**src/rtl/qpd_pkg.sv**
```systemverilog
`timescale 1ns / 1ps
// ----------------------------------------------------------------------------
// Quoted-printable decoder package
// Shared character codes, escape phase codes and the bundle type that
// carries the results of one input byte from the front end to the back end.
// ----------------------------------------------------------------------------
package qpd_pkg;

  // Character codes used by the decoder.
  localparam logic [7:0] CH_EQ     = 8'h3D;  // '='
  localparam logic [7:0] CH_CR     = 8'h0D;
  localparam logic [7:0] CH_LF     = 8'h0A;
  localparam logic [7:0] CH_0      = 8'h30;  // '0'
  localparam logic [7:0] CH_9      = 8'h39;  // '9'
  localparam logic [7:0] CH_UA     = 8'h41;  // 'A'
  localparam logic [7:0] CH_UF     = 8'h46;  // 'F'
  localparam logic [7:0] CH_LA     = 8'h61;  // 'a'
  localparam logic [7:0] CH_LF_HEX = 8'h66;  // 'f'
  // Offsets that map a letter digit straight to its value ('A' + 10 rule).
  localparam logic [7:0] CH_UA_OFF = CH_UA - 8'd10;
  localparam logic [7:0] CH_LA_OFF = CH_LA - 8'd10;

  // Escape phase codes.
  localparam logic [1:0] PH_IDLE = 2'd0;  // no escape pending
  localparam logic [1:0] PH_EQ   = 2'd1;  // equals sign seen
  localparam logic [1:0] PH_HELD = 2'd2;  // equals sign and one byte seen

  // Results that one input byte can cause.
  localparam int unsigned MaxResults = 3;

  // Bundle queue depth.
  localparam int unsigned QueueDepth = 2;
  localparam int unsigned QueuePtrW  = $clog2(QueueDepth);

  // Results of one input beat: cnt entries in bytes, the last one possibly
  // flagged as end of text; marker means a single entry with no byte.
  typedef struct packed {
    logic [1:0]                   cnt;
    logic                         marker;
    logic                         last;
    logic [MaxResults-1:0][7:0]   bytes;
  } qpd_bundle_t;

endpackage

```
**src/rtl/qpd_front.sv**
```systemverilog
`timescale 1ns / 1ps
// ----------------------------------------------------------------------------
// Quoted-printable decoder front end
// Accepts one encoded byte per beat, tracks the escape phase and builds the
// bundle of decoded bytes that the beat causes.
// ----------------------------------------------------------------------------
module qpd_front (
  input  logic                 clk_i,
  input  logic                 rst_ni,
  input  logic                 in_valid_i,
  output logic                 in_stall_o,
  input  logic [7:0]           in_byte_i,
  input  logic                 in_last_i,
  input  logic                 q_full_i,
  output logic                 q_push_o,
  output qpd_pkg::qpd_bundle_t q_data_o
);

  logic [1:0] phase_q, phase_d;
  logic [7:0] held_q, held_d;
  logic       accept;
  logic [4:0] hi_val, lo_val;
  logic [1:0] n;
  logic [qpd_pkg::MaxResults-1:0][7:0] ent;
  logic       marker;

  // Digit value in the low four bits, bit four set when not a hex digit.
  function automatic logic [4:0] hex_value(input logic [7:0] b);
    logic [7:0] d;
    d = 8'd0;
    if (b >= qpd_pkg::CH_0 && b <= qpd_pkg::CH_9) begin
      d = b - qpd_pkg::CH_0;
      return {1'b0, d[3:0]};
    end
    if (b >= qpd_pkg::CH_UA && b <= qpd_pkg::CH_UF) begin
      d = b - qpd_pkg::CH_UA_OFF;
      return {1'b0, d[3:0]};
    end
    if (b >= qpd_pkg::CH_LA && b <= qpd_pkg::CH_LF_HEX) begin
      d = b - qpd_pkg::CH_LA_OFF;
      return {1'b0, d[3:0]};
    end
    return 5'h10;
  endfunction

  assign in_stall_o = q_full_i;
  assign accept     = in_valid_i && !q_full_i;
  assign hi_val     = hex_value(held_q);
  assign lo_val     = hex_value(in_byte_i);

  // Classify the byte against the escape phase and collect the results.
  always_comb begin
    phase_d = phase_q;
    held_d  = held_q;
    n       = 2'd0;
    ent     = '0;
    marker  = 1'b0;
    if (phase_q == qpd_pkg::PH_HELD) begin
      phase_d = qpd_pkg::PH_IDLE;
      if (!hi_val[4] && !lo_val[4]) begin
        ent[0] = {hi_val[3:0], lo_val[3:0]};
        n      = 2'd1;
      end else if (held_q == qpd_pkg::CH_CR && in_byte_i == qpd_pkg::CH_LF) begin
        n = 2'd0;
      end else begin
        // Failed escape: pass the equals sign and rescan both bytes.
        ent[0] = qpd_pkg::CH_EQ;
        n      = 2'd1;
        if (held_q == qpd_pkg::CH_EQ) begin
          phase_d = qpd_pkg::PH_EQ;
        end else begin
          ent[1] = held_q;
          n      = 2'd2;
        end
        if (phase_d == qpd_pkg::PH_EQ) begin
          held_d  = in_byte_i;
          phase_d = qpd_pkg::PH_HELD;
        end else if (in_byte_i == qpd_pkg::CH_EQ) begin
          phase_d = qpd_pkg::PH_EQ;
        end else begin
          ent[2] = in_byte_i;
          n      = 2'd3;
        end
      end
    end else if (phase_q == qpd_pkg::PH_EQ) begin
      held_d  = in_byte_i;
      phase_d = qpd_pkg::PH_HELD;
    end else if (in_byte_i == qpd_pkg::CH_EQ) begin
      phase_d = qpd_pkg::PH_EQ;
    end else begin
      ent[0]  = in_byte_i;
      n       = 2'd1;
      phase_d = qpd_pkg::PH_IDLE;
    end

    // End of text flushes a pending escape literally.
    if (in_last_i) begin
      if (phase_d == qpd_pkg::PH_EQ) begin
        ent[n] = qpd_pkg::CH_EQ;
        n      = n + 2'd1;
      end else if (phase_d == qpd_pkg::PH_HELD) begin
        ent[n]         = qpd_pkg::CH_EQ;
        ent[n + 2'd1]  = held_d;
        n              = n + 2'd2;
      end
      phase_d = qpd_pkg::PH_IDLE;
      if (n == 2'd0) begin
        marker = 1'b1;
        n      = 2'd1;
      end
    end
  end

  assign q_push_o        = accept && (n != 2'd0);
  assign q_data_o.cnt    = n;
  assign q_data_o.marker = marker;
  assign q_data_o.last   = in_last_i;
  assign q_data_o.bytes  = ent;

  // Escape phase register.
  always_ff @(posedge clk_i or negedge rst_ni) begin
    if (!rst_ni) begin
      phase_q <= qpd_pkg::PH_IDLE;
    end else if (accept) begin
      phase_q <= phase_d;
    end
  end

  // Held byte; only read after it has been written.
  always_ff @(posedge clk_i) begin
    if (accept) begin
      held_q <= held_d;
    end
  end

endmodule

```
**src/rtl/qpd_queue.sv**
```systemverilog
`timescale 1ns / 1ps
// ----------------------------------------------------------------------------
// Quoted-printable decoder bundle queue
// Short first-in first-out buffer of result bundles between the front end
// and the back end.
// ----------------------------------------------------------------------------
module qpd_queue (
  input  logic                 clk_i,
  input  logic                 rst_ni,
  input  logic                 push_i,
  input  qpd_pkg::qpd_bundle_t push_data_i,
  input  logic                 pop_i,
  output logic                 full_o,
  output logic                 not_empty_o,
  output qpd_pkg::qpd_bundle_t head_o
);

  localparam logic [qpd_pkg::QueuePtrW:0] DepthCnt =
      (qpd_pkg::QueuePtrW + 1)'(qpd_pkg::QueueDepth);

  qpd_pkg::qpd_bundle_t           mem_q [qpd_pkg::QueueDepth];
  logic [qpd_pkg::QueuePtrW-1:0]  wr_ptr_q, rd_ptr_q;
  logic [qpd_pkg::QueuePtrW:0]    count_q;

  assign full_o      = (count_q == DepthCnt);
  assign not_empty_o = (count_q != '0);
  assign head_o      = mem_q[rd_ptr_q];

  // Pointers and fill count.
  always_ff @(posedge clk_i or negedge rst_ni) begin
    if (!rst_ni) begin
      wr_ptr_q <= '0;
      rd_ptr_q <= '0;
      count_q  <= '0;
    end else begin
      if (push_i) begin
        wr_ptr_q <= wr_ptr_q + 1'b1;
      end
      if (pop_i) begin
        rd_ptr_q <= rd_ptr_q + 1'b1;
      end
      if (push_i && !pop_i) begin
        count_q <= count_q + 1'b1;
      end else if (pop_i && !push_i) begin
        count_q <= count_q - 1'b1;
      end
    end
  end

  // Bundle storage.
  always_ff @(posedge clk_i) begin
    if (push_i) begin
      mem_q[wr_ptr_q] <= push_data_i;
    end
  end

endmodule

```
**src/rtl/qpd_back.sv**
```systemverilog
`timescale 1ns / 1ps
// ----------------------------------------------------------------------------
// Quoted-printable decoder back end
// Walks through the head bundle and presents its entries one beat at a time.
// ----------------------------------------------------------------------------
module qpd_back (
  input  logic                 clk_i,
  input  logic                 rst_ni,
  input  logic                 q_not_empty_i,
  input  qpd_pkg::qpd_bundle_t q_head_i,
  output logic                 q_pop_o,
  output logic                 out_valid_o,
  input  logic                 out_stall_i,
  output logic [7:0]           out_byte_o,
  output logic                 byte_valid_o,
  output logic                 out_last_o
);

  logic [1:0] idx_q;
  logic       final_entry;
  logic       taken;

  assign final_entry  = (idx_q == q_head_i.cnt - 2'd1);
  assign out_valid_o  = q_not_empty_i;
  assign taken        = q_not_empty_i && !out_stall_i;
  assign q_pop_o      = taken && final_entry;
  assign out_byte_o   = q_head_i.marker ? 8'd0 : q_head_i.bytes[idx_q];
  assign byte_valid_o = !q_head_i.marker;
  assign out_last_o   = q_head_i.last && final_entry;

  // Entry index within the head bundle.
  always_ff @(posedge clk_i or negedge rst_ni) begin
    if (!rst_ni) begin
      idx_q <= 2'd0;
    end else if (taken) begin
      idx_q <= final_entry ? 2'd0 : idx_q + 2'd1;
    end
  end

endmodule

```
**src/rtl/quoted_printable_decoder_unit.sv**
```systemverilog
`timescale 1ns / 1ps
// ----------------------------------------------------------------------------
// Quoted-printable decoder unit
// Decodes a quoted-printable byte stream into plain bytes.
// ----------------------------------------------------------------------------
// Usage:
//   The input channel takes one encoded byte per beat (in_byte_i, in_last_i
//   marking the final byte of a text). An item is accepted on a rising edge
//   with in_valid_i high and in_stall_o low.
//   The output channel gives one decoded byte per beat; byte_valid_o low
//   marks an end-of-text marker with no byte, and out_last_o flags the final
//   result of a text. A beat is taken when out_valid_o is high and
//   out_stall_i is low.
//   The results of an item are registered in the bundle queue before they
//   reach the output. Throughput: one item per cycle while each item gives
//   at most one result and the receiver does not stall; an item that gives
//   two or three results (a failed escape or an end-of-text flush) holds the
//   output while the back end emits one entry per cycle. A two-bundle queue
//   parts the front end from the back end.
//   Reset clears the escape phase and empties the queue. When the receiver
//   stalls, the presented beat holds; the queue fills and then in_stall_o
//   rises until room frees up.
// ----------------------------------------------------------------------------
module quoted_printable_decoder_unit (
  input  logic       clk_i,
  input  logic       rst_ni,
  input  logic       in_valid_i,
  output logic       in_stall_o,
  input  logic [7:0] in_byte_i,
  input  logic       in_last_i,
  output logic       out_valid_o,
  input  logic       out_stall_i,
  output logic [7:0] out_byte_o,
  output logic       byte_valid_o,
  output logic       out_last_o
);

  logic                 q_full, q_push, q_pop, q_not_empty;
  qpd_pkg::qpd_bundle_t q_push_data, q_head;

  // Byte classification and escape tracking.
  qpd_front u_front (
    .clk_i      (clk_i),
    .rst_ni     (rst_ni),
    .in_valid_i (in_valid_i),
    .in_stall_o (in_stall_o),
    .in_byte_i  (in_byte_i),
    .in_last_i  (in_last_i),
    .q_full_i   (q_full),
    .q_push_o   (q_push),
    .q_data_o   (q_push_data)
  );

  // Bundle queue.
  qpd_queue u_queue (
    .clk_i       (clk_i),
    .rst_ni      (rst_ni),
    .push_i      (q_push),
    .push_data_i (q_push_data),
    .pop_i       (q_pop),
    .full_o      (q_full),
    .not_empty_o (q_not_empty),
    .head_o      (q_head)
  );

  // Result serialization.
  qpd_back u_back (
    .clk_i         (clk_i),
    .rst_ni        (rst_ni),
    .q_not_empty_i (q_not_empty),
    .q_head_i      (q_head),
    .q_pop_o       (q_pop),
    .out_valid_o   (out_valid_o),
    .out_stall_i   (out_stall_i),
    .out_byte_o    (out_byte_o),
    .byte_valid_o  (byte_valid_o),
    .out_last_o    (out_last_o)
  );

endmodule

```
**config.mk**
```make
export PLATFORM = sky130hd
export DESIGN_NAME = quoted_printable_decoder_unit
export DESIGN_NICKNAME = d
export VERILOG_FILES = /design/src/rtl/qpd_pkg.sv /design/src/rtl/qpd_front.sv /design/src/rtl/qpd_queue.sv /design/src/rtl/qpd_back.sv /design/src/rtl/quoted_printable_decoder_unit.sv
export SDC_FILE = /design/constraint.sdc
export NUM_CORES = 1
export LEC_CHECK = 0
export BUFFER_PORTS_ARGS = -buffer_cell sky130_fd_sc_hd__buf_2
export CAP_MARGIN = 20
export CORE_MARGIN = 2
export CORE_UTILIZATION = 37
export DETAILED_ROUTE_END_ITERATION = 6
export MAX_ROUTING_LAYER = met4
export PLACE_DENSITY = 0.63
export SLEW_MARGIN = 15
export SYNTH_ARGS = -nofsm -noshare
export SYNTH_HDL_FRONTEND = slang
export SYNTH_SLANG_ARGS = --single-unit
```
**constraint.sdc**
```tcl
create_clock -name clk_i -period 4.4 [get_ports clk_i]
set_clock_uncertainty 0.05 [all_clocks]
set_input_delay 0.44 -clock clk_i [delete_from_list [all_inputs] [get_ports clk_i]]
set_output_delay 0.44 -clock clk_i [all_outputs]
set_load 0.05 [all_outputs]
```
After elaboration in Yosys (flattened, before gate mapping). Memories as Yosys holds them, arrays and structs flattened. Cells that the tools add are included. Widths: inputs -> output; s select.

Register bits: 16. Memory bits (writable): 56. Input bits: 13. Memories: 1.

Add/subtract/negate cells: 14. $lt $le $gt $ge: 17. Eq/ne operators: 11. Muxes and demuxes: 81. Bitwise operators: 3. Reduce and logical (&&, ||, !) cells: 28.

Memories: u_queue.mem_q (words 2, bits a word 28, read ports 1, clocked after Yosys merged registers in 0, write ports 1, RTL line qpd_queue.sv:21) `qpd_pkg::qpd_bundle_t mem_q [qpd_pkg::QueueDepth];`.

Operators with widths (number): $mux 8 (15); $mux 24 (4); $mux 5 (12); $mux 2 (25); $demux 8 s2 (2); $ge 8x7->1 const B (4); $le 8x7->1 const B (4); $mux 16 (2); $bwmux 24 (1); $mux 1 (19); $logic_and 1x1->1 (17); $bmux 8 s2 (1); $eq 8x4->1 const B (2); $eq 8x6->1 const B (2); $ge 8x6->1 const B (2); $le 8x6->1 const B (2); $sub 4x3->4 const B (4); $or 15x15->15 (1); $and 9x9->9 (1); $lt 2x3->1 const B (3); $not 9->9 (1); $sub 4x1->4 const B (2); $logic_not 1->1 (7); $add 2x1->2 const B (3); 9 further kinds (18).

Logic depth before layout (Yosys ltp). Gate-level depths: netlist (run 1).

Depth after elaboration: 31. Mapped depth: 16. Depth with buffers taken out: 14.

Modules after synthesis. From an unflattened synthesis (run 1), not the netlist that was laid out.

Cell total of the unflattened synthesis: 373. Area, all modules: 4320.4 um2.

Modules (own cells, without submodules): qpd_queue (instances 1, cells each 103, area an instance 2257.2 um2, sequential area each 1781.7 um2); qpd_front (instances 1, cells each 211, area an instance 1600.3 um2, sequential area each 290.3 um2); qpd_back (instances 1, cells each 59, area an instance 462.9 um2, sequential area each 50.0 um2).

Worst setup path before layout (run 1). OpenSTA, ideal clock, no wires.

Kind: input-to-reg. Start: input in_byte_i[1]. End: memory u_queue.mem_q[0][0] in the netlist's numbering, enable pin. Arrival: 3.249 ns. Required time: 3.902 ns. Path slack: 0.653 ns. Cell stages on the path: 9. Buffers on the path: 1. Cell sequence: inv_1 ha_1 nand3_1 or2_0 clkbuf_1 nand2_1 nand2_1 nor2_1 nor3_1.

Word-level cells in the longest chain between the ends: 23.

RTL lines: from (decl) (RTL line quoted_printable_decoder_unit.sv:29) `input logic [7:0] in_byte_i,`; $ge 8x7->1 / $le 8x7->1 (equally long branches) (RTL line qpd_front.sv:39) `if (b >= qpd_pkg::CH_LA && b <= qpd_pkg::CH_LF_HEX) begin`; $logic_and 1x1->1 (RTL line qpd_front.sv:39); $mux 1 (2 in a row) (RTL line qpd_front.sv:39); $mux 1 (RTL line qpd_front.sv:35) `if (b >= qpd_pkg::CH_UA && b <= qpd_pkg::CH_UF) begin`; $mux 5 (RTL line qpd_front.sv:43) `return 5'h10;`; $mux 5 (RTL line qpd_front.sv:39); $mux 5 (RTL line qpd_front.sv:35); $logic_not 1->1 (RTL line qpd_front.sv:60) `if (!hi_val[4] && !lo_val[4]) begin`; (+6 left out); $mux 2 (RTL line qpd_front.sv:97) `if (in_last_i) begin`; $logic_not 2->1 (RTL line qpd_front.sv:107) `if (n == 2'd0) begin`; $mux 2 (RTL line qpd_front.sv:107); $mux 2 (*) (RTL line qpd_front.sv:97); $reduce_bool 2->1 (*) (RTL line qpd_front.sv:114) `assign q_push_o = accept && (n != 2'd0);`; $logic_and 1x1->1 (*) (RTL line qpd_front.sv:114); $mux 1 (*) (RTL line qpd_queue.sv:52) `if (push_i) begin`; $mux 1 (not written as such) (*) (RTL line qpd_queue.sv:53) `mem_q[wr_ptr_q] <= push_data_i;`; to (decl) (RTL line qpd_queue.sv:21).

Mark *: on every way between the ends. The rest lies on a longest branch, timed or not. The select of a mux whose other input is x is not followed.

==> flow_summary_export.csv, run 1 <==
group,metric,value,unit
sta,worstMarginPinSlew,740,ps
cts,clockRootBuffer,"clkbuf_8",
worst_setup_path,crit-reg2reg-launch,"u_front.held_q[0]",
synthesis,synth_nets,351,
synthesis,synth.area.top_cells,"edfxtp_1 (49%), dfrtp_1 (5.1%), mux4_2 (4.6%)",
worst_hold_path,whs_path_depth,4,
global_route,grt_pass1_wl,14000,um
pwr,peakVddDrop,0.000249,V
worst_hold_path,hold_path.class,"primary input to register",
sta,setup_viol,0,
die,die_width,107,um
synthesis,syn_avg_cell_area,12.0,um2
worst_setup_path,worst_ep_required_time,4450,ps
cts,tritoncts.num_buffers,9,
worst_setup_path,worst-r2r-cell-count,14,
cts,clock_tree_from_tritoncts,"yes",
route,route.final.wire_length,8530,um
synthesis,postSynthCellCount,325,
global_route,antenna_violations_before_repair,0,
worst_setup_path,crit_type,"register to register",
route,viasPerCell,5.46,
die,floorplan.die.height,107,um
cts,htreeDepth,3,
route,drt_pass1_iterations,4,
synthesis,yosysWarningCount,0,
pwr,power_density,596,mW/mm2
worst_setup_path,worst_ep_arrival_time,3670,ps
route,initialDrtViolationCount,188,
status,status,"complete, no violations",
flow_run,max-cap-violations,0,
sta,relSlewSlack,50.5,%
route,drcViolationCount,0,
global_route,grt_max_degree,29,
cts,clk_path_buf_depth,2,
sta,fin_crit_sh,82.3,%
worst_setup_path,cp-startpoint,"u_front.held_q[0]",
synthesis,synthFlopType,"edfxtp_1",
cts,clkLatencyLatePin,350,ps
sta,worst_hold_margin,362,ps
sta,final-max-slew-violation-count,0,
sta,tns,0,ps
synthesis,syn_area,0.00389,mm2
die,boundaryPins,25,
die,core_area,0.0103,mm2
placed_design,io_buffers,24,
sta,timing.final.hold_violations,0,
worst_setup_path,worst_r2r_endpoint,"u_queue.mem_q[0][4]",
route,route.antenna.remaining_nets,0,
cells_and_area,nets,380,
route,routed_wire_length_per_instance,17.2,um
cells_and_area,most_common_library_cell_in_the_layout_ignoring_fill_and_taps,"edfxtp_1",
cts,cts.reportedPaths.clkPinSlew,80,ps
worst_hold_path,whs_endpoint,"u_back.idx_q[0]",
placed_design,routabilityCongestion,0.888,
cts,numClockSinks,72,
cells_and_area,final_layout_size_suffix_gt1_share,20.6,%
synthesis,async_flop_share,11.1,%
cts,cts_repair_resize_count,0,
pwr,p_total,2.65,mW
pwr,p_leak,1.67,nW
placed_design,post-dp-hpwl,6250,um
synthesis,synth_largest_type_area_fraction,49.4,%
cts,cts.repair_timing.setup_buffer_count,0,
worst_setup_path,crit_path_max_fanout,13,
die,initial_utilization,37.9,%
global_route,gr-total-overflow,0,
sta,fmax,276,MHz
worst_setup_path,r2r_setup_slack,780,ps
cells_and_area,final_cell_count_no_fill,495,
synthesis,netlist-cell-type-count,55,
sta,grt_setup_unrepaired,"no",
worst_setup_path,nature_of_the_critical_path_endpoint,"register",
synthesis,synth.ff_latch_count,72,
route,num_vias,2702,
cells_and_area,n_fill_cell,963,
cells_and_area,antennaDiodeCount,0,
placed_design,placed_cells,478,
die,std_cell_rows,37,
worst_setup_path,worst_setup_path_start_kind,"register",
synthesis,synth_sequential_area_ratio,54.5,%
die,die_area,0.0114,mm2
global_route,grt_pass1_vias,2697,
global_route,gr-usage-all-layers,16.8,%
worst_hold_path,min-delay-start,"out_stall_i",
cells_and_area,synthToLayoutAreaGrowth,14.1,%
sta,post-route-min-period,3620,ps
synthesis,number_of_enable_type_register_cells_in_the_synthesized_netlist,64,
synthesis,synth_top_cell_by_area,"edfxtp_1",
cells_and_area,layout.cells.most_common_list,"edfxtp_1 (64), nor2_1 (37), nand2_1 (24), buf_2 (24), a22oi_1 (14)",
layer usage:
metal  vias to the layer above  GRT usage [%]  wire (um)
li1                       1292              -          -
met1                      1319           22.0       3910
met2                        72           25.6       3970
met3                        19           3.16        425
met4                         0           7.61        229
met5                         -              -          0
cells by family after synthesis:
group,synth area share (%)
AO/OA/AOI/OAI,13.7
XOR/XNOR,2.02
adder cells (fa/ha/maj),4.18
buffers and inverters,2.70
flip-flops,54.5
multiplexers,9.93
AND/OR/NAND/NOR,13.0
repair_timing:
action                     CTS  global route
hold buffers                 1             0
setup endpoints to repair    0             0
hold endpoints to repair     8             0
worst max-delay path by stage:
stage	endpoint	slack, ps	depth (start not counted)
finish	u_queue.mem_q[0][4]	780	14
global route	u_queue.mem_q[0][5]	450	14
CTS	u_queue.mem_q[1][4]	770	14
detailed placement	u_queue.mem_q[1][4]	590	14
global placement	u_queue.mem_q[0][4]	720	14
floorplan	u_queue.mem_q[0][0]	650	9
registers in the layout (all words and copies together) (netlist names):
signal and flops:
u_queue.mem_q 56, u_front.held_q 8, u_back.idx_q 2, u_front.phase_q 2, u_queue.count_q 2, u_queue.rd_ptr_q 1, u_queue.wr_ptr_q 1
layout make-up:
type                       instances  area (um2)  area share (%)
clock buffer                       9         124            2.79
multi-input combinational        228        1670            37.6
clock inverter                     7         143            3.21
timing repair buffer              29         160            3.61
inverter                          14        52.6            1.18
tap                              136         170            3.83
sequential                        72        2120            47.8
worst max-delay path, cell delays in order (launching register included):
cell and delay [ps]:
edfxtp_1 520, inv_1 160, ha_1 180, o21bai_1 80
a21boi_1 370, a21o_2 180, a21oi_2 70, nand2_1 170
inv_2 150, ha_1 240, o21ai_0 240, nor3_1 60
or3_1 500, a221oi_2 310, a21oi_1 80
report_power, final:
group	switching, mW	total, mW	internal [mW]	leakage, nW
combinational	0.569	0.904	0.335	0.833
clock	0.252	0.688	0.436	0.134
sequential	0.121	1.06	0.934	0.705
total	0.942	2.65	1.71	1.67
stage by stage:
step	instance area (um2)	util, %	worst slack (ps)
floorplan	3890	-	653
global placement	4170	40.5	717
detailed placement	4170	40.5	593
CTS	4440	43.2	769
global route	4440	43.2	451
finish	4440	43.2	780
cell usage after synthesis, types with 2 or more instances:
| library cell | number |
|---|---|
| o21ai_1 | 5 |
| a22o_1 | 6 |
| nor3_1 | 6 |
| dfrtp_1 | 8 |
| nor2_1 | 37 |
| nand2b_1 | 6 |
| xor2_1 | 4 |
| nor2b_1 | 4 |
| a21oi_1 | 11 |
| buf_2 | 3 |
| and3_1 | 3 |
| nand4_1 | 2 |
| xnor2_1 | 5 |
| nand3_1 | 5 |
| mux2_2 | 13 |
| edfxtp_1 | 64 |
| a22oi_1 | 14 |
| ha_1 | 13 |
| mux4_2 | 8 |
| nand2_1 | 24 |
| nor4_1 | 2 |
| mux2i_1 | 6 |
| and2_1 | 4 |
| a211oi_1 | 2 |
| o21ai_0 | 9 |
| inv_1 | 12 |
| clkbuf_1 | 6 |
| and4bb_1 | 2 |
| a222oi_1 | 2 |
| a31oi_1 | 9 |
| o21a_1 | 6 |
(Power assumes the default switching activity.)
==> inputs of run 2 (changes only) <==
==> constraint.sdc (replaced) <==
create_clock -name clk_i -period 3.6 [get_ports clk_i]
set_clock_uncertainty 0.05 [all_clocks]
set_input_delay 0.36 -clock clk_i [delete_from_list [all_inputs] [get_ports clk_i]]
set_output_delay 0.36 -clock clk_i [all_outputs]
set_load 0.05 [all_outputs]
==> flow_summary_export.csv, run 2 (synthesized netlist as in run 1, its figures left out) <==
group,metric,value,unit
worst_setup_path,worst_path_max_delay_cell,"or4b_1",
worst_hold_path,whs_path_depth,4,
cts,clk_path_buf_depth,2,
route,routed_wire_length_per_instance,17.3,um
flow_run,max-cap-violations,0,
cts,cts.reportedPaths.clkPinSlew,80,ps
pwr,seq_power_share,41.6,%
cells_and_area,final_layout_size_suffix_gt1_share,22.7,%
die,floorplan.die.height,107,um
placed_design,routabilityCongestion,0.951,
worst_setup_path,crit_path_max_fanout,8,
worst_setup_path,worst_setup_path_start_kind,"register",
placed_design,dpl_cell_area,0.00424,mm2
global_route,antenna_violations_before_repair,0,
global_route,grt_max_degree,29,
route,drcViolationCount,0,
pwr,clock_network_power_share,20.4,%
cts,tritoncts.num_buffers,9,
global_route,gr-usage-all-layers,16.9,%
pwr,pwr-share-comb,38.0,%
cells_and_area,biggestRegsByFlops,"u_queue.mem_q (56), u_front.held_q (8)",
pwr,power_density,681,mW/mm2
pwr,sw_frac_of_total,37.7,%
cells_and_area,nets,391,
route,route.antenna.remaining_nets,0,
die,core_area,0.0103,mm2
worst_setup_path,worst_ep_arrival_time,3390,ps
worst_setup_path,crit_chain,"or4b_1, a21oi_1, a21o_2, a21oi_2, nand2_1, buf_4, inv_2, ha_1, o21ai_0, nor3_1, or3_1, a211oi_2, o22ai_1",
sta,grt_setup_unrepaired,"no",
cells_and_area,synthToLayoutAreaGrowth,14.5,%
pwr,peakVddDrop,0.000267,V
sta,worstMarginPinSlew,780,ps
die,die_area,0.0114,mm2
cells_and_area,antennaDiodeCount,0,
cells_and_area,most_common_library_cell_in_the_layout_ignoring_fill_and_taps,"edfxtp_1",
sta,final-max-slew-violation-count,0,
pwr,switching_power,1.14,mW
die,boundaryPins,25,
route,route.final.wire_length,8730,um
pwr,power_report.internal_total,1.89,mW
cells_and_area,regMostFlops,"u_queue.mem_q",
cts,clkLatencyLatePin,350,ps
route,initialDrtViolationCount,341,
sta,fin_crit_sh,93.3,%
pwr,p_leak,1.68,nW
worst_setup_path,worst_r2r_endpoint,"u_queue.mem_q[1][0]",
sta,timing.final.hold_violations,0,
worst_setup_path,crit_type,"register to register",
placed_design,post-dp-hpwl,6230,um
cts,htreeDepth,3,
die,std_cell_rows,37,
worst_setup_path,buf_inv_stages_crit_path,2,
sta,post-route-min-period,3360,ps
cells_and_area,finalInstanceArea,0.00446,mm2
worst_setup_path,worst-path-stages,13,
sta,setup_viol,0,
sta,tns,0,ps
worst_hold_path,min-delay-start,"out_stall_i",
route,drt_pass1_iterations,4,
worst_hold_path,hold_path.class,"primary input to register",
cts,numClockSinks,72,
die,die_width,107,um
cells_and_area,layout.cells.most_common_list,"edfxtp_1 (64), nor2_1 (37), nand2_1 (24), buf_2 (24), buf_4 (15)",
sta,relSlewSlack,47.8,%
worst_setup_path,worst_ep_required_time,3630,ps
worst_setup_path,worst-r2r-cell-count,13,
worst_hold_path,whs_endpoint,"u_back.idx_q[0]",
placed_design,io_buffers,24,
route,viasPerCell,5.32,
global_route,grt_pass1_wl,14200,um
cts,clock_tree_from_tritoncts,"yes",
status,status,"complete, no violations",
die,initial_utilization,37.9,%
route,num_vias,2694,
cells_and_area,largest_reg_flops,56,
worst_setup_path,critical-path-top-delay-family,"simple AND/OR/NAND/NOR gates",
global_route,gr-total-overflow,0,
cells_and_area,n_fill_cell,985,
cts,clockRootBuffer,"clkbuf_8",
sta,fmax,298,MHz
worst_setup_path,worst_path_largest_cell_delay,520,ps
worst_setup_path,crit-reg2reg-launch,"u_front.held_q[4]",
worst_setup_path,nature_of_the_critical_path_endpoint,"register",
global_route,grt_pass1_vias,2654,
worst_setup_path,r2r_setup_slack,240,ps
==> run 2: cell types whose count changed in the layout (fill, tap and decap cells not counted), moves of 2 or more <==
cell        delta
clkinvlp_4     +3
buf_4         +11
clkbuf_1       +2
bufinv_16      -3
==> run 2: what timing repair did <==
action	4_1_cts	5_1_grt
endpoints found under the hold margin	8	0
buffers inserted	0	2
resized for setup	0	1
endpoints found under the setup margin	0	6
hold buffers	1	0
==> run 2: worst max path at each step <==
stage                      start             endpoint
2_1_floorplan  u_front.held_q[0]  u_queue.mem_q[0][4]
3_3_place_gp        in_byte_i[0]  u_queue.mem_q[0][5]
3_5_place_dp        in_byte_i[0]  u_queue.mem_q[0][0]
4_1_cts        u_front.held_q[0]  u_queue.mem_q[1][0]
5_1_grt        u_front.held_q[0]  u_queue.mem_q[1][0]
6_report       u_front.held_q[4]  u_queue.mem_q[1][0]
==> run 2: per-stage QoR <==
| step | cells | hold slack [ps] | total power, mW | utilization, % | setup WS [ps] |
|---|---|---|---|---|---|
| finish | 506 | 256 | 3.03 | 43.4 | 243 |
| global route | 506 | 286 | 3.23 | 43.4 | 48.5 |
| CTS | 504 | 241 | 3.06 | 43.2 | 188 |
| detailed placement | 487 | 174 | 2.44 | 41.2 | 27.9 |
| global placement | 487 | 162 | 2.43 | 41.2 | 149 |
| floorplan | 325 | 14.4 | 2.14 | - | 351 |
==> run 2: cell type report <==
type	count	area, um2	share of cell area (%)
clock buffer	11	131	2.95
tap	136	170	3.82
clock inverter	5	57.6	1.29
timing repair buffer	40	243	5.44
multi-input combinational	228	1680	37.7
inverter	14	52.6	1.18
sequential	72	2120	47.6
==> run 2: power by group through the flow <==
stage | Sequential [mW] | Combinational, mW | Clock (mW)
2_1_floorplan | 1.23 | 0.916 | 0
3_3_place_gp | 1.27 | 1.15 | 0
3_5_place_dp | 1.28 | 1.16 | 0
4_1_cts | 1.27 | 1.16 | 0.636
5_1_grt | 1.29 | 1.27 | 0.673
6_report | 1.26 | 1.15 | 0.619
==> run 2: layer usage <==
| layer | vias up | share of wire (%) | routed length (um) | track usage (%) |
|---|---|---|---|---|
| met1 | 1289 | 47 | 4110 | 23.6 |
| met5 | - | 0 | 0 | - |
| li1 | 1313 | - | - | - |
| met3 | 7 | 4.9 | 426 | 3.47 |
| met2 | 85 | 47 | 4090 | 24.7 |
| met4 | 0 | 1.2 | 105 | 5.84 |
==> run 2: worst register-to-register path, stage by stage (launching register included) <==
cell,delay (ps)
edfxtp_1,460
or4b_1,520
a21oi_1,140
a21o_2,170
a21oi_2,80
nand2_1,100
buf_4,130
inv_2,40
ha_1,210
o21ai_0,220
nor3_1,70
or3_1,500
a211oi_2,270
o22ai_1,140
